File: src/rtl/cpst_pkg.sv
// Shared types, port widths and defaults for the coordinate pair set table.
`default_nettype none

package cpst_pkg;

    // Default sizing of the table.
    localparam int DEF_CAPACITY   = 256;
    localparam int DEF_COORD_BITS = 16;

    // Fixed widths of the item and result fields.
    localparam int KIND_W    = 2;
    localparam int COORD_W   = 16;
    localparam int POS_OUT_W = 8;
    localparam int CNT_OUT_W = 9;

    // Operation codes; the unused code behaves as a lookup.
    typedef enum logic [KIND_W-1:0] {
        KIND_LOOKUP = 2'd0,
        KIND_INSERT = 2'd1,
        KIND_REMOVE = 2'd2
    } t_kind;

    // Single-bit flags of one finished item.
    typedef struct packed {
        logic hit;
        logic status;
    } t_res_flags;

endpackage

`default_nettype wire

File: src/rtl/cpst_seq.sv
// Sequencer: linear search with one shared comparator, append and compaction.
`default_nettype none

module cpst_seq #(
    parameter int CAPACITY   = cpst_pkg::DEF_CAPACITY,
    parameter int COORD_BITS = cpst_pkg::DEF_COORD_BITS,
    parameter int IDX_W      = 8,
    parameter int CNT_W      = 9
) (
    input  wire logic                          i_clk,
    input  wire logic                          i_rst_n,
    // Incoming item
    input  wire logic                          i_in_valid,
    output logic                               o_busy,
    input  wire logic [cpst_pkg::KIND_W-1:0]   i_kind,
    input  wire logic [cpst_pkg::COORD_W-1:0]  i_row,
    input  wire logic [cpst_pkg::COORD_W-1:0]  i_col,
    // Finished item
    output logic                               o_done,
    input  wire logic                          i_out_free,
    output cpst_pkg::t_res_flags               o_flags,
    output logic      [IDX_W-1:0]              o_pos,
    output logic      [CNT_W-1:0]              o_count,
    // Storage port
    output logic                               o_we,
    output logic      [IDX_W-1:0]              o_waddr,
    output logic      [2*COORD_BITS-1:0]       o_wdata,
    output logic      [IDX_W-1:0]              o_raddr,
    input  wire logic [2*COORD_BITS-1:0]       i_rdata
);

    import cpst_pkg::*;

    localparam int KEY_W = 2 * COORD_BITS;
    localparam int CMP_W = CNT_W + 1;

    typedef enum logic [5:0] {
        S_IDLE = 6'b000001,
        S_RD   = 6'b000010,
        S_CMP  = 6'b000100,
        S_ACT  = 6'b001000,
        S_SHRD = 6'b010000,
        S_SHWR = 6'b100000
    } t_state;

    // S_DONE is folded into a flag so that the state register stays small.
    t_state            r_state, n_state;
    logic              r_done, n_done;
    t_kind             r_kind, n_kind;
    logic [KEY_W-1:0]  r_key, n_key;
    logic [IDX_W-1:0]  r_idx, n_idx;
    logic [IDX_W-1:0]  r_pos, n_pos;
    logic [CNT_W-1:0]  r_count, n_count;
    logic              r_found, n_found;
    logic              r_status, n_status;

    logic [COORD_BITS+COORD_W-1:0] w_row_ext, w_col_ext;
    logic [CMP_W-1:0]  w_idx_p1, w_idx_p2, w_cnt_x, w_cap_x;

    // Only the low COORD_BITS bits of each coordinate take part.
    assign w_row_ext = {{COORD_BITS{1'b0}}, i_row};
    assign w_col_ext = {{COORD_BITS{1'b0}}, i_col};

    assign w_idx_p1 = CMP_W'(r_idx) + CMP_W'(1);
    assign w_idx_p2 = CMP_W'(r_idx) + CMP_W'(2);
    assign w_cnt_x  = CMP_W'(r_count);
    assign w_cap_x  = CMP_W'(CAPACITY);

    // Next-state and storage control.
    always_comb begin
        n_state  = r_state;
        n_done   = r_done;
        n_kind   = r_kind;
        n_key    = r_key;
        n_idx    = r_idx;
        n_pos    = r_pos;
        n_count  = r_count;
        n_found  = r_found;
        n_status = r_status;
        o_we     = 1'b0;
        o_waddr  = r_idx;
        o_wdata  = r_key;
        o_raddr  = r_idx;

        unique case (r_state)
            S_IDLE: begin
                if (r_done) begin
                    // Result waits until the output register can take it.
                    if (i_out_free) begin
                        n_done = 1'b0;
                    end
                end else if (i_in_valid) begin
                    n_kind   = t_kind'(i_kind);
                    n_key    = {w_row_ext[COORD_BITS-1:0], w_col_ext[COORD_BITS-1:0]};
                    n_idx    = '0;
                    n_pos    = '0;
                    n_found  = 1'b0;
                    n_status = 1'b0;
                    n_state  = (r_count == '0) ? S_ACT : S_RD;
                end
            end
            S_RD: begin
                n_state = S_CMP;
            end
            S_CMP: begin
                // One entry compared per visit, from index zero upward.
                if (i_rdata == r_key) begin
                    n_found = 1'b1;
                    n_pos   = r_idx;
                    n_state = S_ACT;
                end else if (w_idx_p1 >= w_cnt_x) begin
                    n_state = S_ACT;
                end else begin
                    n_idx   = w_idx_p1[IDX_W-1:0];
                    n_state = S_RD;
                end
            end
            S_ACT: begin
                n_state = S_IDLE;
                n_done  = 1'b1;
                if (r_kind == KIND_INSERT && !r_found) begin
                    if (w_cnt_x >= w_cap_x) begin
                        n_status = 1'b1;
                    end else begin
                        o_we    = 1'b1;
                        o_waddr = r_count[IDX_W-1:0];
                        n_pos   = r_count[IDX_W-1:0];
                        n_count = r_count + CNT_W'(1);
                    end
                end else if (r_kind == KIND_REMOVE && r_found) begin
                    if (w_idx_p1 < w_cnt_x) begin
                        n_state = S_SHRD;
                        n_done  = 1'b0;
                    end else begin
                        n_count = r_count - CNT_W'(1);
                    end
                end
            end
            S_SHRD: begin
                o_raddr = w_idx_p1[IDX_W-1:0];
                n_state = S_SHWR;
            end
            S_SHWR: begin
                // Move the later entry down one place.
                o_we    = 1'b1;
                o_waddr = r_idx;
                o_wdata = i_rdata;
                n_idx   = w_idx_p1[IDX_W-1:0];
                if (w_idx_p2 >= w_cnt_x) begin
                    n_count = r_count - CNT_W'(1);
                    n_state = S_IDLE;
                    n_done  = 1'b1;
                end else begin
                    n_state = S_SHRD;
                end
            end
            default: begin
                n_state = S_IDLE;
            end
        endcase
    end

    // Control registers.
    always_ff @(posedge i_clk) begin
        if (!i_rst_n) begin
            r_state <= S_IDLE;
            r_done  <= 1'b0;
            r_count <= '0;
        end else begin
            r_state <= n_state;
            r_done  <= n_done;
            r_count <= n_count;
        end
    end

    // Working registers of the current item.
    always_ff @(posedge i_clk) begin
        r_kind   <= n_kind;
        r_key    <= n_key;
        r_idx    <= n_idx;
        r_pos    <= n_pos;
        r_found  <= n_found;
        r_status <= n_status;
    end

    assign o_busy         = (r_state != S_IDLE) || r_done;
    assign o_done         = r_done;
    assign o_flags.hit    = r_found;
    assign o_flags.status = r_status;
    assign o_pos          = r_pos;
    assign o_count        = r_count;

endmodule

`default_nettype wire

File: config.mk
export PLATFORM = sky130hd
export DESIGN_NAME = cpst_seq
export DESIGN_NICKNAME = d
export VERILOG_FILES = /design/src/rtl/cpst_pkg.sv /design/src/rtl/cpst_seq.sv
export SDC_FILE = /design/constraint.sdc
export NUM_CORES = 1
export LEC_CHECK = 0
export CAP_MARGIN = 20
export CORE_ASPECT_RATIO = 0.8
export CORE_MARGIN = 2
export CORE_UTILIZATION = 50
export DETAILED_ROUTE_END_ITERATION = 7
export DONT_BUFFER_PORTS = 1
export PLACE_DENSITY = 0.7
export SLEW_MARGIN = 40
export SYNTH_ARGS = -nofsm -noshare
export SYNTH_HDL_FRONTEND = slang
export SYNTH_SLANG_ARGS = --single-unit
export TNS_END_PERCENT = 30
File: constraint.sdc
create_clock -name i_clk -period 4.7 [get_ports i_clk]
set_clock_uncertainty 0.2 [all_clocks]
set_input_delay 0 -clock i_clk [delete_from_list [all_inputs] [get_ports i_clk]]
set_output_delay 0 -clock i_clk [all_outputs]
set_load 0.01 [all_outputs]
After elaboration in Yosys (flattened, before gate mapping)

Cells that the tools add are included.

Bits in registers: 68
Latch bits: 0
Memory bits (writable): 0
ROM bits: 0
Input port bits: 70
Output and inout bits: 70
Memories: 0

Add/subtract/negate cells: 4
$mul: 0
Div/mod/pow operators: 0
Magnitude comparators: 4
Equality and inequality tests: 22
Shift operators: 0
Muxes and demuxes: 47
Bitwise gates (word level): 1
Reduce and logical (&&, ||, !) cells: 19

Operators by type and width:

| kind                  | count |
|---|---|
| $mux W8               | 11 |
| $pmux W8 S3           | 2 |
| $mux W9               | 5 |
| $pmux W6 S6           | 1 |
| $eq A32 B32 Y1        | 1 |
| $mux W32              | 1 |
| $mux W5               | 4 |
| $ge A9 B9 Y1          | 2 |
| $ne A2 B2 Y1 const B  | 9 |
| $pmux W9 S2           | 1 |
| $reduce_and A5 Y1     | 3 |
| $mux W1               | 13 |
| $mux W4               | 3 |
| $mux W6               | 2 |
| $add A8 B1 Y9 const B | 1 |
| $add A8 B2 Y9 const B | 1 |
| $add A9 B1 Y9 const B | 1 |
| $ge A9 B9 Y1 const B  | 1 |
| $logic_not A9 Y1      | 1 |
| $lt A9 B9 Y1          | 1 |
| $ne A3 B3 Y1 const B  | 3 |
| $reduce_bool A3 Y1    | 3 |
| $sub A9 B1 Y9 const B | 1 |
| $eq A6 B1 Y1 const B  | 1 |
| 19 further kinds      | 25 |

Logic depth before layout (Yosys ltp)

Gate-level depths: netlist of the first run.

Depth in word-level cells: 6
Gate-level depth with buffers: 13
Gate-level depth less buffers: 11

Worst setup path before layout of the first run

Ideal clock, no wire load.

Path type: reg-to-reg
Start point: register r_idx[0]
End point: register r_idx[0], enable pin
Library setup time: 0.385 ns
Data arrival time: 2.947 ns
Data required time: 4.115 ns
Setup slack: 1.167 ns
Stages on the path, launching flop included: 11
Buffers on the path: 0
Clock period less this slack: 3.533 ns
Cells stage by stage: edfxtp_1 ha_1 nand3_1 xnor2_1 ha_1 and3_1 a221oi_1 o221a_4 o21a_1 a21o_1 a21boi_0

Longest elaborated chain between the ends: 4

RTL lines:

| item                        | RTL line        | text |
|---|---|---|
| start: declaration          | cpst_seq.sv:51  | `logic [IDX_W-1:0] r_idx, n_idx;` |
| start signal: assignment    | cpst_seq.sv:180 | `r_idx <= n_idx;` |
| $add A8 B1 Y9               | cpst_seq.sv:64  | `assign w_idx_p1 = CMP_W'(r_idx) + CMP_W'(1);` |
| via w_idx_p1[4]             | cpst_seq.sv:58  | `logic [CMP_W-1:0] w_idx_p1, w_idx_p2, w_cnt_x, w_cap_x;` |
| $ge A9 B9 Y1                | cpst_seq.sv:111 | `end else if (w_idx_p1 >= w_cnt_x) begin` |
| $ne A2 B2 Y1 (no line)      | --              |  |
| $reduce_and A5 Y1 (no line) | --              |  |

The timed path passes the listed nets, and every way through them passes these cells.
A chain may end at the register's enable or synchronous reset.

Final worst setup path of the first run

Start point: register r_key[26]
End point: register r_idx[0], enable pin

Longest elaborated chain between the ends: 3

RTL lines:

| item                        | RTL line        | text |
|---|---|---|
| start: declaration          | cpst_seq.sv:50  | `logic [KEY_W-1:0] r_key, n_key;` |
| start signal: assignment    | cpst_seq.sv:179 | `r_key <= n_key;` |
| $eq A32 B32 Y1              | cpst_seq.sv:107 | `if (i_rdata == r_key) begin` |
| $ne A2 B2 Y1 (no line)      | --              |  |
| $reduce_and A5 Y1 (no line) | --              |  |

No other way between the ends.

==> impl_results.md, run 1 <==
- Status: finished, final reports clean
- Yosys warns: 0
- Mapped Cells: between 400 and 500
- Drt drc: 0
- Power Total: between 2000 and 2500 uW
- Synth top area share: a little over a third
- Final hold vios: 0
- Power Density: approximately 400 mW/mm2
- I/O Buffers: 0
- Worst setup SP type: register
- Sink Count: a little under 70
- Die ar.: 0.00938 mm2
- Worst Reg2Reg Path Length in Cells: 9
- Placed Instance Area: ~0.0044 mm2
- Maximum clock rate: about 0.26 GHz
- Setup violators final: 0
- H-tree lvl count: 3
- Die X: around 110 um
- Netlist Area Pre-Place: roughly 0.0043 mm2
- Hold-critical path depth: 1
- CTS buffer count: 9
- Final slew viol count: 0
- Leakage power: 0.00195 uW
- FF-to-FF End: r_idx[0]
- Unrepaired setup endpoints after global routing: false
- Crit path DAT: ~3.6 ns
- Crit path max fanout: 8
- FP Rows: 30
- Hold Crit Class: primary input to register
- CP Capture Type: register
- Die extent in y: ~87 um
- Main synth FF type: edfxtp_1
- Largest area contributor in the synthesized netlist: edfxtp_1
- Final HPWL DP: between 8000 and 9000 um
- VDD IR max: 0.340 mV
- Min Clock Period, post-route: between 3 and 4 ns
- Clk buf depth: 2
- Ys async rst share: 0%
- Post-synthesis sequential area ratio: a little over two fifths
- CP required: around 4.5 ns
- M2 GR Usage: between 40% and 50%
- Worst r2r src: r_key[26]
- DR vias/cell: ~6
- DRT Pass-1 Iters: 6
- Clock Tree Root: clkbuf_8
- Share of layout cells above drive strength 1: approximately 13%
- Synthesis-to-finish area growth: 23.1%
- GPL Wtd Cong: slightly above 1
- Initial antenna violation count: 0
- Post-synthesis cell type count: approximately 50
- Vias in the first global route: 3,523
- Antenna fix cells: 0
- Nets@finish: about 570
- R2R Setup Slk: 0.87 ns
- GRT overflow: 0
- Resized cells post-CTS: 0
- Synthesized area per cell: between 10 and 15 um2
- Initial Utilization: between 50% and 60%
- Yosys reg bits: 68
- Final Cell Area: around 0.0053 mm2
- Worst skew pair latency: between 0.3 and 0.4 ns
- Total track usage: 26.6%
- GR peak layer: met2
- Hold EP: r_key[16]
- Max Cap Violations: 0
- Worst Min Path Start: i_row[0]
- Max-Slew Margin vs Limit: between 50 and 60%
- Num ports: 140
- Core Util, Final: between 60% and 70%
- Post-Layout Cell Count: around 590
- Drt wl/cell: 20.6 um
- Cells after DPL: 504
- Global-route wire length before repair: 18,700 um
- Fin crit share: between 80% and 90%
- GRT met1 Usage: about 33%
- Crit Path Class: register to register
- Routed wire length: between 10,000 and 15,000 um
- Core ar.: 0.00841 mm2
- Met3 Use GR: under 10%
- Setup TNS: 0 ns
- Routed Antenna Nets: 0
- Clk pin slew, worst setup/hold paths: roughly 0.08 ns
- CTS tree: yes
- Largest net degree at the start of global routing: 41
- Main area contributors after synthesis: edfxtp_1 36%, xnor2_1 8.5%, mux2_2 8.4%
- Synthesized Nets: approximately 500
- Via count: around 3,600
- EDFF count, synth: 52
- 1st-iter DRT viols: 249
- Worst Max-Slew Pin Slew: about 0.74 ns
## kinds of logic (layout without fill, tap and decap cells)
kind of cell             count (synthesis)  in the layout  share of synthesized area, %
multiplexers                            35             35                          9.06
AND/OR/NAND/NOR                        118            118                          14.7
adder cells (fa/ha/maj)                 22             22                          6.39
XOR/XNOR                                51             51                          10.4
AO/OA/AOI/OAI                           78             78                          12.2
flip-flops                              68             68                          43.7
buffers and inverters                   37            108                          3.60
## final cells by class
cell class / count / area [um2]
Clock buffer: 9 / 124
Sequential cell: 68 / 1880
Fill cell: 661 / 3100
Inverter: 18 / 67.6
Multi-Input combinational cell: 304 / 2280
Clock inverter: 7 / 77.6
Tap cell: 112 / 140
Timing Repair Buffer: 74 / 736
## per-stage QoR
step                hold slack (ns)  setup WS (ns)
finish                       0.0528          0.874
global route                 0.0402          0.634
CTS                          0.0402          0.909
detailed placement           -0.101           1.02
global placement             -0.101          0.802
floorplan                    -0.101           1.17
## cell usage after synthesis, drive strengths merged (2+ instances only)
cell and n:
edfxtp 52, xnor2 42, nand2 38, mux2 32, ha 22, a21oi 20
inv 18, nor2 18, nand4 17, o21ai 17, dfxtp 16, clkbuf 11
nand3 10, xor2 9, a21boi 8, buf 8, a22o 6, nor2b 6
nor3 6, and3 5, o31ai 5, or4 5, a31oi 4, nor4 4
a211oi 3, mux2i 3, a21o 2, a221oi 2, a22oi 2, and4 2
nor3b 2, o21a 2, o21bai 2
## where the power goes
group	internal [uW]	total (uW)	switching, uW
combinational	291	712	421
clock	247	499	252
sequential	824	960	136
total	1360	2170	810
## routing by layer
layer	routed length, um	share of wire (%)
met5	0	0
met4	325	2.7
met3	1060	8.7
met2	5910	48
met1	4920	40
## worst max path at each step
stage	startpoint	endpoint	slack (ns)	depth (start not counted)
final	r_key[26]	r_idx[0]	0.87	9
after detailed placement	r_idx[0]	r_idx[2]	1.02	10
after global placement	r_idx[0]	r_idx[2]	0.80	10
after floorplan	r_idx[0]	r_idx[0]	1.17	10
after global routing	r_key[26]	r_idx[6]	0.63	9
after CTS	r_key[26]	r_idx[0]	0.91	9
## worst max-delay path, stage by stage, from the launching register on
cell and delay (ns):
edfxtp_1 0.43, xnor2_1 0.16, nand4_1 0.09, dlygate4sd3_1 0.56, nor4_1 0.05, dlygate4sd3_1 0.55, nand2_1 0.09, dlygate4sd3_1 0.58
a21o_1 0.13, a21boi_1 0.62
## timing repair
action                                 in CTS  in global routing
hold buffers                               72                  0
endpoints found under the hold margin      83                  0
buffers inserted                            0                  0
## registers in the layout (all words and copies together), names as in the netlist
register and flops:
r_state 6, r_status 1, o_count 9, o_done 1, r_found 1, o_pos 8, r_kind 2, r_idx 8
r_key 32
## cell usage in the layout, fill, tap and decap left out, drive strengths merged, types with 3 or more instances in the layout
master       instances
clkbuf               9
nor4                 4
nor3                 6
xnor2               42
a22o                 6
mux2                32
nand3               10
a31oi                4
clkinv               5
a21boi               8
o31ai                5
nor2b                6
a21oi               20
ha                  22
o21ai               17
dlygate4sd3         72
a211oi               3
inv                 18
nand4               17
or4                  5
dfxtp               16
mux2i                3
and3                 5
nand2               38
xor2                 9
edfxtp              52
nor2                18
Note: power is estimated with default switching activity, not from simulation.
==> inputs of run 2 (changes only) <==
Settings changed: PLACE_DENSITY 0.7 to 0.73.
Clock period 4.7 ns to 3.5 ns, I/O delays scaled along.
==> run 2 against run 1 <==
Cell count is 2.5% higher. Total power is 38% higher. Register-to-register slack worse by 0.78 ns. Largest cell class unchanged. Highest routed layer unchanged.
==> impl_results.md, run 2 (synthesis results as in run 1) <==
- Status: finished, final reports clean
- 1st-iter DRT viols: 211 (-15%)
- Vias in the first global route: 3,621 (+2.8%)
- Routed Antenna Nets: 0 (unchanged)
- DR vias/cell: 6.02 (-1.0%)
- Worst skew pair latency: 0.36 ns (about the same)
- Final slew viol count: 0 (unchanged)
- Die X: 108 um (unchanged)
- Power Density: 550 mW/mm2 (+34%)
- Largest net degree at the start of global routing: 41 (unchanged)
- I/O Buffers: 0 (unchanged)
- Setup violators final: 0 (unchanged)
- Synthesis-to-finish area growth: 26.7%
- CP Capture Type: register
- Die extent in y: 87.0 um (unchanged)
- Clock power frac: 22.2% (-0.8 points)
- Worst Reg2Reg Path Length in Cells: 11 (+2)
- Core ar.: 0.00841 mm2 (unchanged)
- Hold EP: r_state[1]
- Share of layout cells above drive strength 1: 16.8% (+4.1 points)
- Clk pin slew, worst setup/hold paths: 0.08 ns (about the same)
- Pre-CTS setup slack: 0.0182 ns (-1.00 ns)
- Reg with most FFs: r_key
- Fill count: 640 (-3.2%)
- Max-Slew Margin vs Limit: 61.0% (+11 points)
- FP Rows: 30 (unchanged)
- Min Clock Period, post-route: 3.40 ns (-0.421 ns)
- VDD IR max: 0.368 mV (+8.3%)
- Clk buf depth: 2 (unchanged)
- Combinational share of power: 35.9% (+3.1 points)
- Int Power: 1890 uW (+39%)
- Switch share: 37.0% (-0.26 points)
- Commonest non-fill, non-tap cells in the layout: 71 x dlygate4sd3_1, 52 x edfxtp_1, 41 x xnor2_1
- Max Cap Violations: 0 (unchanged)
- CTS tree: yes
- Nets@finish: 582 (+2.6%)
- Routed wire length: 12,700 um (+3.8%)
- Final HPWL DP: 8180 um (-0.11%)
- Initial Utilization: 51.2% (unchanged)
- Drt drc: 0 (unchanged)
- H-tree lvl count: 3 (unchanged)
- Hold Crit Class: primary input to register
- Fin crit share: 97.3% (+16 points)
- Antenna fix cells: 0 (unchanged)
- Die ar.: 0.00938 mm2 (unchanged)
- Maximum clock rate: 0.294 GHz (+12%)
- Critical Path, Cell by Cell: ha_1, nand3_1, nor2_2, xor2_1, ha_1, nand4_2, or3b_4, o221a_4, o21ba_4, or4_1, a21oi_1
- Seq pwr share: 41.9% (-2.3 points)
- Total track usage: 27.2% (+0.58 points)
- CTS buffer count: 9 (unchanged)
- Crit path max fanout: 14 (+6)
- Post-route setup slack: 0.0950 ns (-0.779 ns)
- Cell mode on critical path: ha_1
- Leakage power: 0.00204 uW (+4.5%)
- Worst setup SP type: register
- GPL Wtd Cong: 0.917 (-11%)
- P_sw: 1110 uW (+37%)
- R2R Setup Slk: 0.1 ns (-0.78 ns)
- Via count: 3,657 (+1.5%)
- Initial antenna violation count: 0 (unchanged)
- CP peak stage delay: 0.49 ns (-0.13 ns)
- Setup TNS: 0 ns (unchanged)
- Num ports: 140 (unchanged)
- DRT Pass-1 Iters: 5 (-1)
- Worst r2r src: r_idx[1]
- Hold WS: 0.0266 ns (-0.0262 ns)
- GRT overflow: 0 (unchanged)
- Max reg flops: 32 (unchanged)
- CP required: 3.58 ns (-0.92 ns)
- Final hold vios: 0 (unchanged)
- Worst path slowest cell: or4_1
- Crit Path Class: register to register
- Commonest non-fill, non-tap cell in the layout: dlygate4sd3_1
- Hold-critical path depth: 6 (+5)
- Crit path DAT: 3.49 ns (-0.14 ns)
- Sink Count: 68 (unchanged)
- Global-route wire length before repair: 19,200 um (+2.9%)
- Clock Tree Root: clkbuf_8
- Worst Min Path Start: i_rdata[1]
- FF-to-FF End: o_count[3]
- Worst Max-Slew Pin Slew: 0.579 ns (-0.162 ns)
- Drt wl/cell: 20.9 um (+1.2%)
## run 2: cell count changes in the layout (fill, tap and decap cells not counted), sizes merged
cell         delta
dlygate4sd3     -1
buf            +16
clkinvlp        -1
inv             +1
## run 2: power groups by stage
stage / clock (uW) / combinational [uW] / sequential (uW)
after floorplan: 0 / 726 / 1220
after global placement: 0 / 938 / 1260
after detailed placement: 0 / 954 / 1270
after CTS: 665 / 1040 / 1250
after global routing: 707 / 1160 / 1270
final: 666 / 1080 / 1260
## run 2: repair_timing
action	in CTS	in global routing
cloned	0	0
resized for setup	0	7
hold endpoints to repair	82	0
hold buffers	72	0
setup endpoints to repair	1	15
pin swaps	0	5
setup buffers	1	1
## run 2: how the worst max path moves through the flow
stage | start | end | depth (start not counted)
after floorplan | r_idx[0] | o_count[7] | 12
after global placement | r_idx[1] | o_count[5] | 11
after detailed placement | r_idx[1] | o_count[3] | 11
after CTS | r_idx[1] | o_count[3] | 11
after global routing | r_idx[1] | o_count[3] | 11
final | r_idx[1] | o_count[3] | 11
## run 2: metal layers
layer  routed length (um)  vias up  GRT usage (%)
li1                     -     1675              -
met5                    0        -              0
met1                 4910     1755           31.5
met2                 6400      195           47.1
met4                  304        0           9.91
met3                 1050       32           9.35
## run 2: area by class of cell
type                    count  area [um2]  share of cell area [%]
well taps                 112         140                    2.57
repair buffers             89         858                    15.7
inverters                  18        67.6                    1.24
clock buffers               9         124                    2.27
clock inverters             7        75.1                    1.38
flip-flops and latches     68        1880                    34.5
multi-input cells         304        2310                    42.3
## run 2: per-stage QoR
| stage | total power, uW | area [um2] | cells | util, % |
|---|---|---|---|---|
| floorplan | 1950 | 4310 | 409 | - |
| global placement | 2200 | 4490 | 518 | 53.4 |
| detailed placement | 2220 | 4490 | 518 | 53.4 |
| CTS | 2950 | 5420 | 607 | 64.5 |
| global route | 3140 | 5460 | 607 | 64.9 |
| finish | 3000 | 5460 | 607 | 64.9 |
## run 2: worst max-delay path: cells and delay by family (launching register included)
kind	cells	cell delay, ns
fa+ha+maj	2	0.57
simple gates	5	1.24
xor+xnor	1	0.16
flops	1	0.43
compound gates	3	0.73
==> inputs of run 3 (changes only) <==
--- a/config.mk
+++ b/config.mk
@@ -9,3 +9,2 @@
 export CORE_ASPECT_RATIO = 0.8
-export CORE_MARGIN = 2
 export CORE_UTILIZATION = 50
--- a/constraint.sdc
+++ b/constraint.sdc
@@ -4,2 +4,2 @@
 set_output_delay 0 -clock i_clk [all_outputs]
-set_load 0.01 [all_outputs]
+set_load 0.005 [all_outputs]
==> run 3 against run 2 <==
The run now ends with design-rule violations left. Combinational power shrank 4%. Total power fell by 1.5%. Worst setup slack worse by 0.0021 ns. Sequential share of layout area is 0.61 points lower. Utilization up 3.5 points. Register-to-register slack about the same. Critical path depth stayed put. Non-clock buffer count rose by 7. Via count up 1.3%. First-iteration DRC count grew 23%. Clock power grew 1%. Critical path type unchanged. Critical endpoint unchanged.
==> impl_results.md, run 3 (synthesis results as in run 1) <==
- Critical Path, Cell by Cell: ha_1, nand3_2, nor2_2, and3_1, ha_1, nand4_2, or3b_4, o221a_4, o21ba_4, or4_4, a21oi_2
- Total track usage: 28.5% (+1.3 points)
- CTS buffer count: 9 (unchanged)
- Reg with most FFs: r_key
- Die extent in y: 85.0 um (-2.3%)
- Clock Tree Root: clkbuf_8
- Core Util, Final: 68.4% (+3.5 points)
- H-tree lvl count: 3 (unchanged)
- GRT overflow: 0 (unchanged)
- Initial antenna violation count: 0 (unchanged)
- DRT Pass-1 Iters: 7 (+2)
- Worst path slowest cell: or4_4
- Unrepaired setup endpoints after global routing: true
- Routed wire length: 12,900 um (+1.8%)
- Core ar.: 0.00813 mm2 (-3.3%)
- Hold Crit Class: primary input to register
- FP Rows: 29 (-3.3%)
- GPL Wtd Cong: 0.934 (+1.9%)
- Worst r2r src: r_idx[1]
- Fin crit share: 97.3% (about the same)
- VDD IR max: 0.382 mV (+3.8%)
- Pre-CTS setup slack: 0.0203 ns (+0.00208 ns)
- Cell mode on critical path: ha_1
- Setup TNS: 0 ns (unchanged)
- Fill count: 617 (-3.6%)
- Final HPWL DP: 8110 um (-0.82%)
- Initial Utilization: 53.0% (+1.8 points)
- Status: finished, violations left
- Clk buf depth: 2 (unchanged)
- Clk pin slew, worst setup/hold paths: 0.09 ns (about the same)
- CTS tree: yes
- Die ar.: 0.00899 mm2 (-4.1%)
- Nets@finish: 590 (+1.4%)
- Commonest non-fill, non-tap cell in the layout: dlygate4sd3_1
- Maximum clock rate: 0.294 GHz (about the same)
- Antenna fix cells: 0 (unchanged)
- CP peak stage delay: 0.49 ns (about the same)
- Worst Min Path Start: i_col[10]
- CP required: 3.59 ns (about the same)
- DR vias/cell: 6.06 (+0.65%)
- Crit path DAT: 3.49 ns (about the same)
- Worst setup SP type: register
- Num ports: 140 (unchanged)
- Max reg flops: 32 (unchanged)
- Worst skew pair latency: 0.35 ns (about the same)
- Max Cap Violations: 0 (unchanged)
- Post-Layout Cell Count: 611 (+0.66%)
- Min Clock Period, post-route: 3.41 ns (+0.00207 ns)
- Synthesis-to-finish area growth: 29.0%
- Final slew viol count: 0 (unchanged)
- Crit Path Class: register to register
- Crit path max fanout: 6 (-8)
- 1st-iter DRT viols: 260 (+23%)
- Worst Max-Slew Pin Slew: 0.549 ns (-0.0302 ns)
- Routed Antenna Nets: 0 (unchanged)
- Commonest non-fill, non-tap cells in the layout: 72 x dlygate4sd3_1, 52 x edfxtp_1, 39 x xnor2_1
- Post-route setup slack: 0.0930 ns (-0.00207 ns)
- Drt drc: 1 (+1)
- Power Total: 2960 uW (-1.5%)
- Drt wl/cell: 21.1 um (+1.1%)
- Final hold vios: 0 (unchanged)
- CP Launch Point: r_idx[1]
- I/O Buffers: 0 (unchanged)
- Global-route wire length before repair: 19,400 um (+1.3%)
- Failing checks: design-rule violations
- Vias in the first global route: 3,688 (+1.9%)
- Sink Count: 68 (unchanged)
- Max-Slew Margin vs Limit: 63.2% (+2.1 points)
- Setup violators final: 0 (unchanged)
- CP Capture Type: register
- Die X: 106 um (-1.9%)
- Leakage power: 0.00209 uW (+2.7%)
- Largest net degree at the start of global routing: 35 (-15%)
- Via count: 3,705 (+1.3%)
- Cells after DPL: 512 (-1.2%)
- Power Density: 532 mW/mm2 (-3.3%)
- Share of layout cells above drive strength 1: 19.9% (+3.1 points)
[run 3: layout make-up]
cell class                 count  area (um2)  share of cell area, %
multi-input combinational    305        2370                   42.6
sequential                    68        1880                   33.9
timing repair buffer          96         906                   16.3
tap                          108         135                   2.43
clock buffer                   9         124                   2.23
clock inverter                 7        75.1                   1.35
inverter                      18        67.6                   1.22
[run 3: worst max-delay path: cells and delay by family (launching register included)]
family	cells	cell delay (ns)
flip-flops	1	0.45
AND/OR/NAND/NOR	6	1.43
AO/OA/AOI/OAI	3	0.69
adder cells (fa/ha/maj)	2	0.59
[run 3: report_power, final]
group / leakage (uW) / total (uW) / internal (uW) / switching, uW
Clock: 0.0000923 / 675 / 333 / 342
Sequential: 0.000630 / 1240 / 1100 / 139
Combinational: 0.00137 / 1040 / 461 / 579
Total: 0.00209 / 2960 / 1900 / 1060
[run 3: per-layer routing]
layer	up-vias	share of wire [%]	global-route usage, %
met1	1773	37	33.3
met4	0	3.2	12.8
met5	-	0	0
met2	210	51	49.3
met3	36	8.3	7.91
li1	1686	-	-
[run 3: path summary, 6_finish.rpt]
path	end	slack, ns	cells after the start
worst max register to register	o_count[3]	0.09	11
worst min-delay path	r_key[10]	0.07	1
worst max-delay path	o_count[3]	0.09	11
worst min register to register	o_count[8]	0.34	2
[run 3: per-stage QoR]
| stage | cell area [um2] | hold slack [ns] |
|---|---|---|
| 2_1_floorplan | 4310 | -0.101 |
| 3_5_place_dp | 4460 | -0.101 |
| 3_3_place_gp | 4460 | -0.101 |
| 5_1_grt | 5560 | 0.0627 |
| 4_1_cts | 5390 | 0.0633 |
| 6_report | 5560 | 0.0719 |
[run 3: what timing repair did]
action / CTS / global route
resized for setup: 0 / 19
hold buffers: 73 / 1
setup endpoints to repair: 0 / 24
hold endpoints to repair: 82 / 1
setup buffers: 0 / 9
